===== config.mk =====
export PLATFORM = sky130hd
export DESIGN_NAME = four_level_stable_priority_queue_core
export DESIGN_NICKNAME = d
export VERILOG_FILES = /design/src/hw/rtl/fspq_pkg.sv /design/src/hw/rtl/fspq_ctrl.sv /design/src/hw/rtl/fspq_datapath.sv /design/src/hw/rtl/four_level_stable_priority_queue_core.sv
export SDC_FILE = /design/constraint.sdc
export NUM_CORES = 1
export LEC_CHECK = 0
export BUFFER_PORTS_ARGS = -buffer_cell sky130_fd_sc_hd__buf_2
export CORE_MARGIN = 8
export CORE_UTILIZATION = 68
export DETAILED_ROUTE_END_ITERATION = 8
export MAX_ROUTING_LAYER = met4
export PLACE_DENSITY = 0.86
export SYNTH_ARGS = -nofsm -noshare
export SYNTH_HDL_FRONTEND = slang
export SYNTH_SLANG_ARGS = --single-unit

===== constraint.sdc =====
create_clock -name clk -period 4.9 [get_ports clk]
set_clock_uncertainty 0.05 [all_clocks]
set_input_delay 0.245 -clock clk [delete_from_list [all_inputs] [get_ports clk]]
set_output_delay 0.245 -clock clk [all_outputs]
set_load 0.03 [all_outputs]

===== src/hw/rtl/fspq_pkg.sv =====
// Package for the four-level stable priority queue.
// Holds field widths, request and status codes, the controller command and
// datapath status structs, and the level-to-class mapping. No dependencies.
package fspq_pkg;

    localparam int CAPACITY_DEF = 16;
    localparam int ID_BITS_DEF  = 16;

    localparam int ENTRY_ID_W = 16;
    localparam int LEVEL_W    = 3;
    localparam int CODE_W     = 2;
    localparam int CLASS_W    = 2;
    localparam int STATUS_W   = 3;

    // Request kinds.
    localparam logic [1:0] KIND_PUSH    = 2'd0;
    localparam logic [1:0] KIND_POP     = 2'd1;
    localparam logic [1:0] KIND_POP_ALL = 2'd2;
    localparam logic [1:0] KIND_CLEAR   = 2'd3;

    // Result status codes.
    localparam logic [STATUS_W-1:0] STATUS_SERVED   = 3'd0;
    localparam logic [STATUS_W-1:0] STATUS_EMPTY    = 3'd1;
    localparam logic [STATUS_W-1:0] STATUS_ACCEPTED = 3'd2;
    localparam logic [STATUS_W-1:0] STATUS_DROPPED  = 3'd3;
    localparam logic [STATUS_W-1:0] STATUS_CLEARED  = 3'd4;

    // Table classes.
    localparam logic [CLASS_W-1:0] CLASS_VVIP    = 2'd0;
    localparam logic [CLASS_W-1:0] CLASS_VIP     = 2'd1;
    localparam logic [CLASS_W-1:0] CLASS_REGULAR = 2'd2;

    // Stored level codes (level minus one).
    localparam logic [CODE_W-1:0] CODE_LEVEL3 = 2'd2;
    localparam logic [CODE_W-1:0] CODE_LEVEL4 = 2'd3;

    // Command from the controller to the datapath for one cycle.
    typedef struct packed {
        logic                push;
        logic                pop;
        logic                clear;
        logic                emit;
        logic                serve;
        logic                last;
        logic [STATUS_W-1:0] status;
    } cmd_t;

    // Queue status from the datapath to the controller.
    typedef struct packed {
        logic empty;
        logic one_left;
        logic full;
    } dp_status_t;

    function automatic logic [CLASS_W-1:0] class_of(input logic [CODE_W-1:0] code);
        logic [CLASS_W-1:0] cls;
        if (code == CODE_LEVEL4)
            cls = CLASS_VVIP;
        else if (code == CODE_LEVEL3)
            cls = CLASS_VIP;
        else
            cls = CLASS_REGULAR;
        return cls;
    endfunction

endpackage


===== src/hw/rtl/fspq_ctrl.sv =====
// Controller state machine of the four-level stable priority queue.
// Decodes requests and sequences the drain of a pop-all; depends on fspq_pkg.
module fspq_ctrl
(
    input  logic                     clk,
    input  logic                     rst_n,
    input  logic                     start,
    input  logic [1:0]               kind,
    input  fspq_pkg::dp_status_t     dp_status,
    output fspq_pkg::cmd_t           cmd,
    output logic                     busy
);

    typedef enum logic [1:0]
    {
        ST_IDLE  = 2'b01,
        ST_DRAIN = 2'b10
    } state_t;

    state_t state_reg;
    state_t state_next;

    always_ff @(posedge clk or negedge rst_n)
    begin
        if (!rst_n)
            state_reg <= ST_IDLE;
        else
            state_reg <= state_next;
    end

    assign busy = (state_reg == ST_DRAIN);

    always_comb
    begin
        cmd        = '0;
        state_next = state_reg;
        unique case (state_reg)
            ST_IDLE:
            begin
                if (start)
                begin
                    cmd.emit = 1'b1;
                    cmd.last = 1'b1;
                    unique case (kind)
                        fspq_pkg::KIND_PUSH:
                        begin
                            if (dp_status.full)
                                cmd.status = fspq_pkg::STATUS_DROPPED;
                            else
                            begin
                                cmd.push   = 1'b1;
                                cmd.status = fspq_pkg::STATUS_ACCEPTED;
                            end
                        end
                        fspq_pkg::KIND_POP:
                        begin
                            if (dp_status.empty)
                                cmd.status = fspq_pkg::STATUS_EMPTY;
                            else
                            begin
                                cmd.pop    = 1'b1;
                                cmd.serve  = 1'b1;
                                cmd.status = fspq_pkg::STATUS_SERVED;
                            end
                        end
                        fspq_pkg::KIND_POP_ALL:
                        begin
                            if (dp_status.empty)
                                cmd.status = fspq_pkg::STATUS_EMPTY;
                            else
                            begin
                                cmd.pop    = 1'b1;
                                cmd.serve  = 1'b1;
                                cmd.status = fspq_pkg::STATUS_SERVED;
                                cmd.last   = dp_status.one_left;
                                if (!dp_status.one_left)
                                    state_next = ST_DRAIN;
                            end
                        end
                        fspq_pkg::KIND_CLEAR:
                        begin
                            cmd.clear  = 1'b1;
                            cmd.status = fspq_pkg::STATUS_CLEARED;
                        end
                        default:
                        begin
                            cmd = '0;
                        end
                    endcase
                end
            end
            ST_DRAIN:
            begin
                cmd.emit   = 1'b1;
                cmd.pop    = 1'b1;
                cmd.serve  = 1'b1;
                cmd.status = fspq_pkg::STATUS_SERVED;
                cmd.last   = dp_status.one_left;
                if (dp_status.one_left)
                    state_next = ST_IDLE;
            end
            default:
            begin
                state_next = ST_IDLE;
            end
        endcase
    end

    // A drain never runs on an empty queue.
    assert property (@(posedge clk) disable iff (!rst_n)
        (state_reg == ST_DRAIN) |-> !dp_status.empty)
        else $error("fspq_ctrl: drain with empty queue");

    // The drain ends exactly after the final entry has been served.
    assert property (@(posedge clk) disable iff (!rst_n)
        (state_reg == ST_DRAIN && dp_status.one_left) |=> (state_reg == ST_IDLE))
        else $error("fspq_ctrl: drain did not end on last entry");

    // A push is never issued to a full queue.
    assert property (@(posedge clk) disable iff (!rst_n)
        cmd.push |-> !dp_status.full)
        else $error("fspq_ctrl: push issued while full");

endmodule


===== src/hw/rtl/fspq_datapath.sv =====
// Datapath of the four-level stable priority queue: a sorted shift-register
// row of slots, the occupancy counter and the result registers. Uses fspq_pkg.
module fspq_datapath
#(
    parameter int CAPACITY = fspq_pkg::CAPACITY_DEF,
    parameter int ID_BITS  = fspq_pkg::ID_BITS_DEF
)
(
    input  logic                               clk,
    input  logic                               rst_n,
    input  fspq_pkg::cmd_t                     cmd,
    input  logic [fspq_pkg::ENTRY_ID_W-1:0]    entry_id,
    input  logic [fspq_pkg::LEVEL_W-1:0]       level,
    output fspq_pkg::dp_status_t               dp_status,
    output logic                               done,
    output logic [fspq_pkg::ENTRY_ID_W-1:0]    served_id,
    output logic [fspq_pkg::CLASS_W-1:0]       table_class,
    output logic [fspq_pkg::STATUS_W-1:0]      status,
    output logic                               last
);

    localparam int ID_W  = (ID_BITS < fspq_pkg::ENTRY_ID_W) ? ID_BITS : fspq_pkg::ENTRY_ID_W;
    localparam int OCC_W = $clog2(CAPACITY + 1);

    logic [ID_W-1:0]                 slot_id_reg   [CAPACITY];
    logic [ID_W-1:0]                 slot_id_next  [CAPACITY];
    logic [fspq_pkg::CODE_W-1:0]     slot_lvl_reg  [CAPACITY];
    logic [fspq_pkg::CODE_W-1:0]     slot_lvl_next [CAPACITY];
    logic [OCC_W-1:0]                occ_reg;
    logic [OCC_W-1:0]                occ_next;
    logic [fspq_pkg::CODE_W-1:0]     push_code;
    logic [CAPACITY-1:0]             goes_after;

    logic                            done_reg;
    logic                            last_reg;
    logic [fspq_pkg::STATUS_W-1:0]   status_reg;
    logic [fspq_pkg::ENTRY_ID_W-1:0] served_id_reg;
    logic [fspq_pkg::CLASS_W-1:0]    class_reg;

    // Level 0 counts as 1 and anything above 4 as 4.
    always_comb
    begin
        if (level == '0)
            push_code = '0;
        else if (level >= fspq_pkg::LEVEL_W'(4))
            push_code = fspq_pkg::CODE_LEVEL4;
        else
            push_code = fspq_pkg::CODE_W'(level - fspq_pkg::LEVEL_W'(1));
    end

    // Slots are kept in service order, so these flags form a thermometer:
    // every slot from the insertion point onwards moves down by one.
    always_comb
    begin
        for (int i = 0; i < CAPACITY; i++)
            goes_after[i] = (OCC_W'(i) >= occ_reg) || (slot_lvl_reg[i] < push_code);
    end

    genvar g;
    generate
        for (g = 0; g < CAPACITY; g++)
        begin : g_slot
            always_comb
            begin
                slot_id_next[g]  = slot_id_reg[g];
                slot_lvl_next[g] = slot_lvl_reg[g];
                if (cmd.push)
                begin
                    if (g == 0)
                    begin
                        if (goes_after[g])
                        begin
                            slot_id_next[g]  = entry_id[ID_W-1:0];
                            slot_lvl_next[g] = push_code;
                        end
                    end
                    else if (goes_after[g])
                    begin
                        if (goes_after[(g == 0) ? 0 : g - 1])
                        begin
                            slot_id_next[g]  = slot_id_reg[(g == 0) ? 0 : g - 1];
                            slot_lvl_next[g] = slot_lvl_reg[(g == 0) ? 0 : g - 1];
                        end
                        else
                        begin
                            slot_id_next[g]  = entry_id[ID_W-1:0];
                            slot_lvl_next[g] = push_code;
                        end
                    end
                end
                else if (cmd.pop && (g < CAPACITY - 1))
                begin
                    slot_id_next[g]  = slot_id_reg[(g < CAPACITY - 1) ? g + 1 : g];
                    slot_lvl_next[g] = slot_lvl_reg[(g < CAPACITY - 1) ? g + 1 : g];
                end
            end
        end
    endgenerate

    always_ff @(posedge clk)
    begin
        for (int i = 0; i < CAPACITY; i++)
        begin
            slot_id_reg[i]  <= slot_id_next[i];
            slot_lvl_reg[i] <= slot_lvl_next[i];
        end
    end

    always_comb
    begin
        occ_next = occ_reg;
        if (cmd.clear)
            occ_next = '0;
        else if (cmd.push)
            occ_next = occ_reg + OCC_W'(1);
        else if (cmd.pop)
            occ_next = occ_reg - OCC_W'(1);
    end

    always_ff @(posedge clk or negedge rst_n)
    begin
        if (!rst_n)
        begin
            occ_reg  <= '0;
            done_reg <= 1'b0;
        end
        else
        begin
            occ_reg  <= occ_next;
            done_reg <= cmd.emit;
        end
    end

    always_ff @(posedge clk)
    begin
        status_reg <= cmd.status;
        last_reg   <= cmd.last;
        if (cmd.serve)
        begin
            served_id_reg <= fspq_pkg::ENTRY_ID_W'(slot_id_reg[0]);
            class_reg     <= fspq_pkg::class_of(slot_lvl_reg[0]);
        end
        else
        begin
            served_id_reg <= '0;
            class_reg     <= '0;
        end
    end

    assign dp_status.empty    = (occ_reg == '0);
    assign dp_status.one_left = (occ_reg == OCC_W'(1));
    assign dp_status.full     = (occ_reg >= OCC_W'(CAPACITY));

    assign done        = done_reg;
    assign served_id   = served_id_reg;
    assign table_class = class_reg;
    assign status      = status_reg;
    assign last        = last_reg;

    // Occupancy never passes the capacity.
    assert property (@(posedge clk) disable iff (!rst_n)
        occ_reg <= OCC_W'(CAPACITY))
        else $error("fspq_datapath: occupancy above capacity");

    // A pop is only issued while there is something to take.
    assert property (@(posedge clk) disable iff (!rst_n)
        cmd.pop |-> (occ_reg != '0))
        else $error("fspq_datapath: pop from empty queue");

    // A served word always reports its entry's class, never an idle class.
    assert property (@(posedge clk) disable iff (!rst_n)
        cmd.serve |=> (done && status == fspq_pkg::STATUS_SERVED
                       && table_class != 2'd3))
        else $error("fspq_datapath: served word malformed");

endmodule


===== src/hw/rtl/four_level_stable_priority_queue_core.sv =====
// Top level of the four-level stable priority queue.
// Joins the controller (fspq_ctrl) and the datapath (fspq_datapath); uses fspq_pkg.
//
//  channel  | handshake            | payload
//  ---------+----------------------+----------------------------------------
//  request  | start in, busy out   | kind, entry_id, level
//  result   | done out (strobe)    | served_id, table_class, status, last
//
// A request word is taken on a rising edge with start high and busy low.
// Push, pop, and clear give one result word in the cycle after acceptance,
// and a new request can be taken in every cycle. Pop-all on an empty queue
// gives a single empty word; otherwise it gives one word per stored entry,
// one per cycle, starting in the cycle after acceptance, with one shift of
// the slot row per cycle; busy stays high until the cycle in which the final
// word (marked by last) is on the result ports. Reset (rst_n, asynchronous,
// active low) empties the queue at once. The receiver cannot stall: done is
// high for one cycle per result word.
//
// The queue is a row of slots kept in service order: highest level first and
// oldest first within a level. A push compares every occupied slot with the
// new level in parallel and shifts the tail down by one to open a gap; a pop
// shifts the whole row up by one. Slot contents beyond the occupancy are
// never read, so they need no reset.
module four_level_stable_priority_queue_core
#(
    parameter int CAPACITY = fspq_pkg::CAPACITY_DEF,
    parameter int ID_BITS  = fspq_pkg::ID_BITS_DEF
)
(
    input  logic                               clk,
    input  logic                               rst_n,
    input  logic                               start,
    output logic                               busy,
    input  logic [1:0]                         kind,
    input  logic [fspq_pkg::ENTRY_ID_W-1:0]    entry_id,
    input  logic [fspq_pkg::LEVEL_W-1:0]       level,
    output logic                               done,
    output logic [fspq_pkg::ENTRY_ID_W-1:0]    served_id,
    output logic [fspq_pkg::CLASS_W-1:0]       table_class,
    output logic [fspq_pkg::STATUS_W-1:0]      status,
    output logic                               last
);

    fspq_pkg::cmd_t       cmd;
    fspq_pkg::dp_status_t dp_status;

    // The controller issues at most one push or pop command per cycle.
    fspq_ctrl u_ctrl
    (
        .clk       (clk),
        .rst_n     (rst_n),
        .start     (start),
        .kind      (kind),
        .dp_status (dp_status),
        .cmd       (cmd),
        .busy      (busy)
    );

    // The datapath registers every result word, so done and the payload
    // change together on the edge after the command.
    fspq_datapath
    #(
        .CAPACITY (CAPACITY),
        .ID_BITS  (ID_BITS)
    )
    u_datapath
    (
        .clk         (clk),
        .rst_n       (rst_n),
        .cmd         (cmd),
        .entry_id    (entry_id),
        .level       (level),
        .dp_status   (dp_status),
        .done        (done),
        .served_id   (served_id),
        .table_class (table_class),
        .status      (status),
        .last        (last)
    );

endmodule

==> impl_table.tex <==
\begin{tabular}{lr}
\hline
Metric & Value \\
\hline
\multicolumn{2}{l}{\textbf{Die}} \\
\quad Placeable core region & between 20000 and 25000 µm² \\
\quad Height of the chip & about 170 µm \\
\quad IO Pins & 48 \\
\quad Die area & roughly 30000 µm² \\
\quad Placement Rows & 58 \\
\quad Initial core utilization & around two thirds \\
\quad Die width & 174.3 µm \\
\multicolumn{2}{l}{\textbf{Timing}} \\
\quad Minimum clock period after layout & roughly 3.6 ns \\
\quad Sum of negative setup slack & 0 ns \\
\quad Setup-violating endpoint count in the final report & 0 \\
\quad Final worst-path cycle share & 73.41\% \\
\quad Rel. slew slack & between 10\% and 20\% \\
\quad RSZ-0062 raised after global routing & false \\
\quad Slew at the pin closest to its max-slew limit & about 1.3 ns \\
\quad Final critical-path setup slack & about 1.3 ns \\
\quad Highest attainable clock frequency & about 280 MHz \\
\quad Final hold vios & 0 \\
\quad Max Transition Viols Final & 0 \\
\multicolumn{2}{l}{\textbf{Synthesis}} \\
\quad Post-synthesis instance area & 17030 µm² \\
\quad Synth warn & 0 \\
\quad Sequential fraction of the synthesis area & $\sim$55\% \\
\quad Synthesized Nets & 1595 \\
\quad Number of synthesized flops with an enable pin & $\sim$290 \\
\quad Synth Register Bits & $\sim$320 \\
\quad Synthesized area per cell & around 11 µm² \\
\quad Share of flip-flops with an asynchronous set or reset after synthesis & about 2.5\% \\
\quad Cell variety after synth & 70 \\
\quad Main synth FF type & sky130\_fd\_sc\_hd\_\_edfxtp\_1 \\
\quad Instance count of the mapped netlist & about 1500 \\
\multicolumn{2}{l}{\textbf{Global route}} \\
\quad Global route overflow & 0 \\
\quad Global Route Usage Sum & 29.54\% \\
\quad Pin count of the biggest net entering global routing & around 160 \\
\quad Via count of the first global-routing pass & roughly 14000 \\
\quad Number of antenna violations at the first check in global routing & 0 \\
\quad Wire length of the first global-routing pass & $\sim$72 mm \\
\multicolumn{2}{l}{\textbf{Run}} \\
\quad Max-cap check violation count & 0 \\
\multicolumn{2}{l}{\textbf{Drt}} \\
\quad Average routed wire per standard cell & around 24 µm \\
\quad Total length of routed wires & 44.91 mm \\
\quad Via density per instance & roughly 7.3 \\
\quad Vias after detailed routing & 13690 \\
\quad Starting DRC count in detailed routing & 2035 \\
\quad Drt first pass iters & 6 \\
\quad Number of nets still failing antenna checks after routing & 0 \\
\quad Final routed DRC violation total & 0 \\
\multicolumn{2}{l}{\textbf{Min path}} \\
\quad Number of cells traversed by the worst hold path & 2 \\
\quad Hold/Removal Path Class & in -> reg \\
\quad Endpoint, Worst Hold & u\_datapath.slot\_id\_reg[15][7]\$\_DFFE\_PP\_ \\
\quad Worst hold path startpoint & entry\_id[7] \\
\multicolumn{2}{l}{\textbf{Layout}} \\
\quad Most common library cell in the layout ignoring fill and taps & sky130\_fd\_sc\_hd\_\_nand2\_1 \\
\quad Top library cells by usage in the layout, fill and taps aside & sky130\_fd\_sc\_hd\_\_nand2\_1 (297), sky130\_fd\_sc\_hd\_\_edfxtp\_1 (288), sky130\_fd\_sc\_hd\_\_o211ai\_1 (276) \\
\quad Relative area change from synthesis to final layout & 7.244\% \\
\quad Ant diodes & 0 \\
\quad Ratio of cells with drive above 1 in the final layout & between 10\% and 20\% \\
\quad Flip-flop count of the largest register, all copies and words added & 256 \\
\quad Fin nets & $\sim$1600 \\
\multicolumn{2}{l}{\textbf{Placed design}} \\
\quad Placer's final routability congestion estimate & approximately 0.88 \\
\quad Detailed Place HPWL & between 20 and 30 mm \\
\quad Placement Setup Slack & about 0.89 ns \\
\quad Number of buffers added on ports & 47 \\
\multicolumn{2}{l}{\textbf{Critical path}} \\
\quad Crit path required time & between 5 and 6 ns \\
\quad Worst Path Max Fanout & 20 \\
\quad Cell Chain, Critical Path & buf\_2 > inv\_1 > ha\_1 > nor2\_1 > or2\_2 > inv\_1 > ha\_1 > a21o\_1 > a21oi\_1 > buf\_4 > or2\_0 > o211ai\_1 \\
\quad Endpoint class of the critical path & flip-flop \\
\quad Worst-case register-to-register setup slack & between 1 and 1.5 ns \\
\quad Slowest stage cell on the critical path & sky130\_fd\_sc\_hd\_\_or2\_0 \\
\quad Type of element launching the critical path & primary input \\
\quad Register-to-Register Path Depth & 6 \\
\quad Critical path's largest stage delay & between 0.9 and 1 ns \\
\quad Arrival time of data at the critical path endpoint & between 3 and 4 ns \\
\quad Top cell family by delay on the critical path & simple AND/OR/NAND/NOR gates \\
\quad Critical path buffer and inverter count & 4 \\
\quad Startpoint-to-endpoint class of the critical path & in -> reg \\
\quad RR Endpoint & u\_datapath.slot\_id\_reg[8][13]\$\_DFFE\_PP\_ \\
\quad Reg2reg start & u\_ctrl.state\_reg[0]\$\_DFFE\_PN1P\_ \\
\multicolumn{2}{l}{\textbf{Clocking}} \\
\quad CTS tree & done \\
\quad Number of instances resized during post-cts repair & 0 \\
\quad Number of setup buffers added after CTS & 0 \\
\quad Number of buffers added to fix hold violations after cts & 1 \\
\quad CTS buffer count & 34 \\
\quad Worst-Skew Late Latency & 0.53 ns \\
\quad Maximum buffer depth of the clock tree & 3 \\
\quad Number of H-tree branching levels & 2 \\
\quad Clock transition at the register clock pins on the worst setup and hold paths after CTS & 0.06 ns \\
\quad TritonCTS sink count & between 300 and 400 \\
\quad Clock root cell & sky130\_fd\_sc\_hd\_\_clkbuf\_16 \\
\multicolumn{2}{l}{\textbf{Power}} \\
\quad Worst IR drop on VDD & between 0.4 and 0.5 mV \\
\quad Power density of the placed cells & 617.9 nW/µm² \\
\quad Leakage & between 0.006 and 0.007 µW \\
\multicolumn{2}{l}{\textbf{Outcome}} \\
\quad Status & complete, no violations \\
\hline
\end{tabular}
[layer usage]
metal	part of all wire, %	global-route usage, %	vias up
li1	-	-	5927
met5	0	-	-
met4	4.8	14.71	0
met3	8.9	4.426	179
met2	48	45.95	931
met1	38	37.54	6657
[worst max path at each step]
stage                                         endpoint  cells after the start                             from
4_1_cts        u_datapath.slot_id_reg[12][0]$_DFFE_PP_                      6  u_ctrl.state_reg[0]$_DFFE_PN1P_
6_report       u_datapath.slot_lvl_reg[1][3]$_DFFE_PP_                     12                         level[0]
5_1_grt        u_datapath.slot_id_reg[2][13]$_DFFE_PP_                     11                         level[0]
3_5_place_dp    u_datapath.slot_id_reg[2][8]$_DFFE_PP_                     11                         level[0]
3_3_place_gp   u_datapath.slot_id_reg[2][12]$_DFFE_PP_                     11                         level[0]
2_1_floorplan  u_datapath.slot_id_reg[10][0]$_DFFE_PP_                     13                         level[0]
[cell usage after synthesis, types with 7 or more instances]
cell,count,area [µm²]
sky130_fd_sc_hd__nand2_1,297,1115
sky130_fd_sc_hd__edfxtp_1,288,8648
sky130_fd_sc_hd__o211ai_1,276,2072
sky130_fd_sc_hd__o21ai_0,80,400.4
sky130_fd_sc_hd__nor2_1,75,281.5
sky130_fd_sc_hd__a221o_1,68,680.7
sky130_fd_sc_hd__buf_2,62,310.3
sky130_fd_sc_hd__clkbuf_1,45,168.9
sky130_fd_sc_hd__a21oi_1,40,200.2
sky130_fd_sc_hd__and2_1,33,206.5
sky130_fd_sc_hd__ha_1,27,337.8
sky130_fd_sc_hd__dfxtp_1,22,440.4
sky130_fd_sc_hd__buf_4,21,157.7
sky130_fd_sc_hd__mux2_2,18,202.7
sky130_fd_sc_hd__mux2i_1,18,180.2
sky130_fd_sc_hd__a32oi_1,16,140.1
sky130_fd_sc_hd__buf_6,12,135.1
sky130_fd_sc_hd__a31oi_1,9,56.30
sky130_fd_sc_hd__inv_1,9,33.78
sky130_fd_sc_hd__nor2b_1,9,56.30
sky130_fd_sc_hd__or2_1,8,50.05
sky130_fd_sc_hd__a221oi_4,7,183.9
sky130_fd_sc_hd__dfrtp_1,7,175.2
sky130_fd_sc_hd__nor3_1,7,35.03
[area by class of cell]
cell class,count,area (µm²)
sequential,318,9290
timing repair buffer,82,525.5
tap,330,412.9
inverter,10,45.04
fill,1698,6628
clock buffer,45,943.4
multi-input combinational,1070,6915
clock inverter,16,131.4
[cells by family after synthesis]
logic type               share of synthesized area, %
AO/OA/AOI/OAI                                   24.58
AND/OR/NAND/NOR                                 11.69
flip-flops                                      54.55
buffers and inverters                           4.900
multiplexers                                    2.248
adder cells (fa/ha/maj)                         1.984
XOR/XNOR                                      0.05144
[metrics by stage]
step / cell area (µm²) / util [%] / power [µW] / hold slack (ns) / cells
finish: 18260 / 73.37 / 11290 / 0.03206 / 1871
global route: 18260 / 73.37 / 11760 / 0.02545 / 1871
CTS: 18260 / 73.37 / 11160 / 0.02045 / 1871
detailed placement: 17180 / 69.02 / 8628 / 0.06954 / 1809
global placement: 17180 / 69.02 / 8409 / 0.05459 / 1809
floorplan: 17030 / - / 7649 / -0.1006 / 1544
[where the power goes]
part	total (µW)	internal [µW]	switching, µW
logic	3920	1190	2730
registers	4840	4270	572
clock network	2530	1430	1100
Power figures use the tool's default switching activity.
